===== src/rtl/mcht_pkg.sv =====
`timescale 1ns / 1ps
// Shared types, constants and the key byte-sum function of the MAC-keyed
// chained hash table. No dependencies; used by every other file.

package mcht_pkg;

  localparam int BUCKET_SLOTS_DEF = 64;
  localparam int POOL_ENTRIES_DEF = 256;

  localparam int KEY_BYTES = 6;
  localparam int KEY_W     = 48;
  localparam int VAL_W     = 32;
  localparam int CFG_W     = 7;
  localparam int SUM_W     = 11;
  localparam int STATUS_W  = 2;

  localparam logic [CFG_W-1:0] BUCKET_COUNT_RESET = 7'd64;

  localparam logic REQ_INSERT = 1'b0;
  localparam logic REQ_SEARCH = 1'b1;

  typedef enum logic [STATUS_W-1:0] {
    STATUS_INSERTED = 2'd0,
    STATUS_FULL     = 2'd1,
    STATUS_HIT      = 2'd2,
    STATUS_MISS     = 2'd3
  } status_t;

  typedef enum logic [2:0] {
    FSM_CLEAR,
    FSM_IDLE,
    FSM_HASH,
    FSM_HEAD,
    FSM_ENTRY
  } fsm_t;

  function automatic logic [SUM_W-1:0] byte_sum(input logic [KEY_W-1:0] key);
    logic [SUM_W-1:0] acc;
    acc = '0;
    for (int i = 0; i < KEY_BYTES; i++) begin
      acc = acc + SUM_W'(key[8*i +: 8]);
    end
    return acc;
  endfunction

endpackage


===== src/rtl/mcht_mod_unit.sv =====
`timescale 1ns / 1ps
// Bit-serial restoring remainder unit: one shared compare and subtract per cycle.
// Depends on mcht_pkg.

module mcht_mod_unit (
  input  logic                        clk,
  input  logic                        rst,
  input  logic                        start,
  input  logic [mcht_pkg::SUM_W-1:0]  dividend,
  input  logic [mcht_pkg::CFG_W-1:0]  modulus,
  output logic                        done,
  output logic [mcht_pkg::CFG_W-1:0]  remainder
);

  localparam int STEP_W = $clog2(mcht_pkg::SUM_W);

  logic                        running;
  logic [STEP_W-1:0]           step;
  logic [mcht_pkg::SUM_W-1:0]  shreg;
  logic [mcht_pkg::CFG_W-1:0]  modq;
  logic [mcht_pkg::CFG_W:0]    rem_sh;
  logic [mcht_pkg::CFG_W:0]    mod_ext;
  logic [mcht_pkg::CFG_W-1:0]  rem_next;
  logic                        last_step;

  assign rem_sh    = {remainder, shreg[mcht_pkg::SUM_W-1]};
  assign mod_ext   = {1'b0, modq};
  assign last_step = (step == STEP_W'(mcht_pkg::SUM_W - 1));

  always_comb begin
    if (rem_sh >= mod_ext) begin
      rem_next = mcht_pkg::CFG_W'(rem_sh - mod_ext);
    end else begin
      rem_next = rem_sh[mcht_pkg::CFG_W-1:0];
    end
  end

  always_ff @(posedge clk) begin
    if (rst) begin
      running <= 1'b0;
      done    <= 1'b0;
      step    <= '0;
    end else begin
      done <= running && last_step;
      if (start) begin
        running <= 1'b1;
        step    <= '0;
      end else if (running) begin
        step <= step + STEP_W'(1);
        if (last_step) begin
          running <= 1'b0;
        end
      end
    end
  end

  always_ff @(posedge clk) begin
    if (start) begin
      shreg     <= dividend;
      modq      <= modulus;
      remainder <= '0;
    end else if (running) begin
      shreg     <= {shreg[mcht_pkg::SUM_W-2:0], 1'b0};
      remainder <= rem_next;
    end
  end

endmodule


===== config.mk =====
export PLATFORM = sky130hd
export DESIGN_NAME = mcht_mod_unit
export DESIGN_NICKNAME = d
export VERILOG_FILES = /design/src/rtl/mcht_pkg.sv /design/src/rtl/mcht_mod_unit.sv
export SDC_FILE = /design/constraint.sdc
export NUM_CORES = 1
export LEC_CHECK = 0
export BUFFER_PORTS_ARGS = -buffer_cell sky130_fd_sc_hd__buf_2
export CORE_ASPECT_RATIO = 0.5
export CORE_MARGIN = 2
export CORE_UTILIZATION = 35
export DETAILED_ROUTE_END_ITERATION = 8
export GPL_ROUTABILITY_DRIVEN = 0
export GPL_TIMING_DRIVEN = 0
export PLACE_DENSITY_LB_ADDON = 0.15
export SYNTH_ARGS = -nofsm -noshare
export SYNTH_HDL_FRONTEND = slang
export SYNTH_SLANG_ARGS = --single-unit

===== constraint.sdc =====
create_clock -name clk -period 2.3 [get_ports clk]
set_input_delay 0.46 -clock clk [delete_from_list [all_inputs] [get_ports clk]]
set_output_delay 0.46 -clock clk [all_outputs]
set_load 0.05 [all_outputs]

======== After elaboration in Yosys (flattened, before gate mapping) ========
Index checks and enable logic that the tools add are counted.
storage, ports and cells
  register bits after elaboration ......... 31
  bits of input ports ..................... 21
  output and inout port bits .............. 8
  word-level logic and storage cells ...... 19
cells by class
  add/sub/neg operators ................... 2
  magnitude comparators ................... 1
  eq/ne operators ......................... 1
  mux-type cells .......................... 6
  reduce and logical (&&, ||, !) cells .... 3
operators by type and width
  cell                                         number
  two-way mux 11 bit                           2
  greater-or-equal comparator 8 x 7 -> 1 bit   1
  two-way mux 7 bit                            1
  subtractor 7 bit                             1
  adder 4 x 1 -> 4 bit, second input constant  1
  equality test 4 bit, second input constant   1
  two-way mux 1 bit                            3
  nonzero test 2 bit                           1
  OR reduction 2 bit                           1
  logical AND 1 bit                            1

======== Longest topological paths before layout ========
  word-level depth ........................ 4
  mapped depth ............................ 9
  depth with buffers taken out ............ 8

======== Worst setup path before layout ========
Ideal clock, no wire load.
  path kind ............................... register -> register
  start point ............................. register remainder[4] in the netlist's numbering
  end point ............................... register remainder[2] in the netlist's numbering
  library setup time ...................... 0.132 ns
  data arrival time ....................... 1.896 ns
  required time ........................... 2.168 ns
  setup slack ............................. 0.272 ns
  stages on the path, launching flop included .. 6
  path buffers ............................ 0
  period minus slack after synthesis ...... 2.028 ns
  cell sequence ........................... dfxtp_1 > ha_1 > a21o_1 > a211oi_4 > and2_4 > o311ai_2
on the way
  word-level cells in the longest chain between the ends .. 2
RTL lines
  what                                        RTL line             text
  start, declared                             mcht_mod_unit.sv:12  output logic [mcht_pkg::CFG_W-1:0] remainder
  start signal, assigned                      mcht_mod_unit.sv:64  remainder <= rem_next;
  greater-or-equal comparator 8 x 7 -> 1 bit  mcht_mod_unit.sv:31  if (rem_sh >= mod_ext) begin
  two-way mux 7 bit                           mcht_mod_unit.sv:31
No other way between the ends.
A chain may end at the register's enable or synchronous reset.

======== Final worst setup path ========
  start point ............................. register shreg[10] in the netlist's numbering
  end point ............................... register remainder[0] in the netlist's numbering
on the way
  word-level cells in the longest chain between the ends .. 2
  elaborated cells between the ends (all ways) .. 3
  those cells by class .................... add/sub: 1; order compare: 1; mux: 1
RTL lines
  what                                                                            RTL line                                  text
  start, declared                                                                 mcht_mod_unit.sv:19                       logic [mcht_pkg::SUM_W-1:0] shreg;
  start signal, assigned                                                          mcht_mod_unit.sv:59                       shreg <= dividend;
  start signal, assigned                                                          mcht_mod_unit.sv:63                       shreg <= {shreg[mcht_pkg::SUM_W-2:0], 1'b0};
  subtractor 7 bit or greater-or-equal comparator 8 x 7 -> 1 bit (tied branches)  mcht_mod_unit.sv:32, mcht_mod_unit.sv:31
  two-way mux 7 bit *                                                             mcht_mod_unit.sv:31
Every way passes the cells marked *; elsewhere a longest branch is shown, timed or not.

==> summary.txt <==
Post-synth ARST share: 0
Worst Tran Pin Value: 0.5082 ns
RSZ-0062 raised after global routing: no
fin crit share: 0.8414
Slew headroom: 0.6612
clock-pin slew on the worst setup and hold paths: 0.07 ns
fmax: 516.7 MHz
part of the Yosys area used for sequential elements: 0.4812
design area: 1999 µm²
Inserted Clock Buffers: 5
die height: 52.76 µm
drt first-iter violations: 40
endpoint class of the critical path: flop
Setup WS pre-CTS: 0.2376 ns
core area: 4488 µm²
required time of the critical path: 2.50 ns
VDD IR-drop max: 0.2661 mV
count of different cell masters after synthesis: 47
CTS tree: built
multi-input combinational cell area: 780.7 µm²
Area after DPL: 1887 µm²
Final Critical Period: 1.935 ns
Post-CTS Setup Inserts: 0
largest net degree at the start of global routing: 12
Port Buf Inserts: 28
Reg area: 800.8 µm²
Antenna diodes: 0
drt total wl: 3203 µm
maximum root-to-sink buffer count: 2
row count: 17
Final Util: 0.4455
Worst Hold Class: input pin to flop
nets@finish: 213
power per standard cell area: 713.4 nW/µm²
Crit Path Max Fanout: 10
total negative slack: 0 ns
Congestion Overflow GR: 0
reg2reg end: remainder[0]
Final setup viols: 0
Power Total: 1.426 mW
clock tree sinks: 31
flop2flop setup slack: 0.36 ns
count of hold-fix buffers inserted at cts: 0
Mapped Nets: 178
fin. max-slew vios: 0
startpoint types: flop
fin worst setup slack: 0.3648 ns
post-DR vias/cell: 4.884
Hold Violations, Final: 0
filler instances: 434
post-cts resize count: 0
YS warnings: 0
stages on the worst setup path: 9
max-cap violations: 0
register bit total from synthesis: 31
via count: 1,216
status: finished, final reports clean
hpwl dp: 2346 µm
Root Buffer Master: clkbuf_8
share of cells above drive strength 1: 0.3060
Placed Cells: 241
crit path kind: flop to flop
worst r2r path cells: 9
start point of the critical path: shreg[10]
CP max stage delay: 0.40 ns
Worst Setup EP: remainder[0]
Syn Std Cell Area: 1664 µm²
Tot GR Track Use: 0.1294
Min Hold Slack: 0.3488 ns
commonest non-fill, non-tap cell in the layout: buf_2
first-pass GRT wire length: 5168 µm
Critical path buffers and inverters: 3
Starting Density: 0.3708
Post-Layout Cell Count: 249
Post-synth EDFFs: 18
WL/cell: 12.86 µm
r2r startpoint: shreg[10]
vias in the first global route: 1,116
Synth Instances: 147
Worst Skew: 0.01030 ns
die width: 101.5 µm
area delta synth->final: 20.15%
clock latency on the worst-skew pair: 0.29 ns
ANT nets after route: 0
IO Pins: 29
static leakage: 0.8684 nW
Cell Chain, Critical Path: inv_1, ha_1, inv_1, fa_1, nand3_1, a31o_1, buf_6, nand3_1, a311oi_2
crit path max-delay cell type: edfxtp_1
Die ar.: 5355 µm²
arrival time at the worst endpoint: 2.14 ns
CP top delay family: adder cells
most frequent cells in the layout: buf_2 (31), edfxtp_1 (18), dfxtp_1 (13)
CTS H-tree depth: 2
Top FF cell, synth: edfxtp_1
Pre-antenna DRT Iters: 5
syn avg cell area: 11.32 µm²
DRC errors left: 0
initial antenna violation count: 0
==> flip-flops by register name, summed over array words and instances, names as in the netlist <==
signal / flops
shreg: 11
modq: 7
remainder: 7
step: 4
done: 1
running: 1
==> worst register-to-register path, stage by stage, from the launching register on <==
cell and delay (ns):
edfxtp_1 0.40, inv_1 0.08, ha_1 0.16, inv_1 0.05
fa_1 0.40, nand3_1 0.12, a31o_1 0.16, buf_6 0.14
nand3_1 0.10, a311oi_2 0.25
==> Yosys cell counts, drive strengths merged (2+ instances only) <==
cell | instances | area, µm²
a211oi | 2 | 27.53
a21o | 3 | 22.52
a21oi | 2 | 10.01
a311oi | 2 | 23.77
a31oi | 4 | 25.02
and2 | 2 | 15.02
and3 | 10 | 62.56
buf | 5 | 30.02
dfxtp | 13 | 260.3
edfxtp | 18 | 540.5
ha | 9 | 112.6
inv | 13 | 48.79
mux2 | 10 | 112.6
nand2 | 4 | 15.01
nand3 | 5 | 25.02
nand3b | 2 | 15.01
nand4 | 2 | 12.51
nor2 | 6 | 22.52
nor2b | 2 | 12.51
nor3 | 5 | 25.02
nor3b | 2 | 15.01
o21ai | 3 | 15.01
o31ai | 2 | 15.01
xnor2 | 4 | 35.03
xor2 | 2 | 17.52
==> worst min path at each step <==
stage | startpoint | to | slack (ns) | depth (start not counted)
global route | modulus[1] | modq[1] | 0.34 | 1
CTS | modulus[1] | modq[1] | 0.34 | 1
detailed placement | step[3] | done | 0.49 | 2
global placement | step[3] | done | 0.50 | 2
finish | modulus[1] | modq[1] | 0.35 | 1
floorplan | step[3] | done | 0.48 | 2
==> power breakdown <==
part / leakage (nW) / internal, mW / switching, mW
clock network: 0.0581 / 0.322 / 0.217
registers: 0.286 / 0.632 / 0.0193
logic: 0.525 / 0.103 / 0.132
total: 0.868 / 1.06 / 0.369
==> cell families after synthesis <==
| family | count (synthesis) | synth area share |
|---|---|---|
| AOI/OAI and AO/OA | 27 | 0.1376 |
| muxes | 10 | 0.06767 |
| adders and majority gates | 10 | 0.07970 |
| xor gates and xnor gates | 6 | 0.03158 |
| DFF | 31 | 0.4812 |
| and+or+nand+nor | 44 | 0.1526 |
| buffers and inverters | 19 | 0.04961 |
==> metal layers <==
layer | global-route usage | share of wire
met5 | 0 | 0
met4 | 0.05405 | 0.012
met3 | 0.04800 | 0.052
met2 | 0.1886 | 0.44
met1 | 0.1723 | 0.50
==> area by class of cell <==
| class | count | share of cell area |
|---|---|---|
| Sequential cell | 31 | 0.4005 |
| Multi-Input combinational cell | 97 | 0.3905 |
| Timing Repair Buffer | 28 | 0.07009 |
| Tap cell | 66 | 0.04130 |
| Clock buffer | 5 | 0.03442 |
| Inverter | 13 | 0.02441 |
| Clock inverter | 3 | 0.02190 |
| Buffer | 6 | 0.01690 |
No activity file was read; power rests on OpenSTA's default activity.
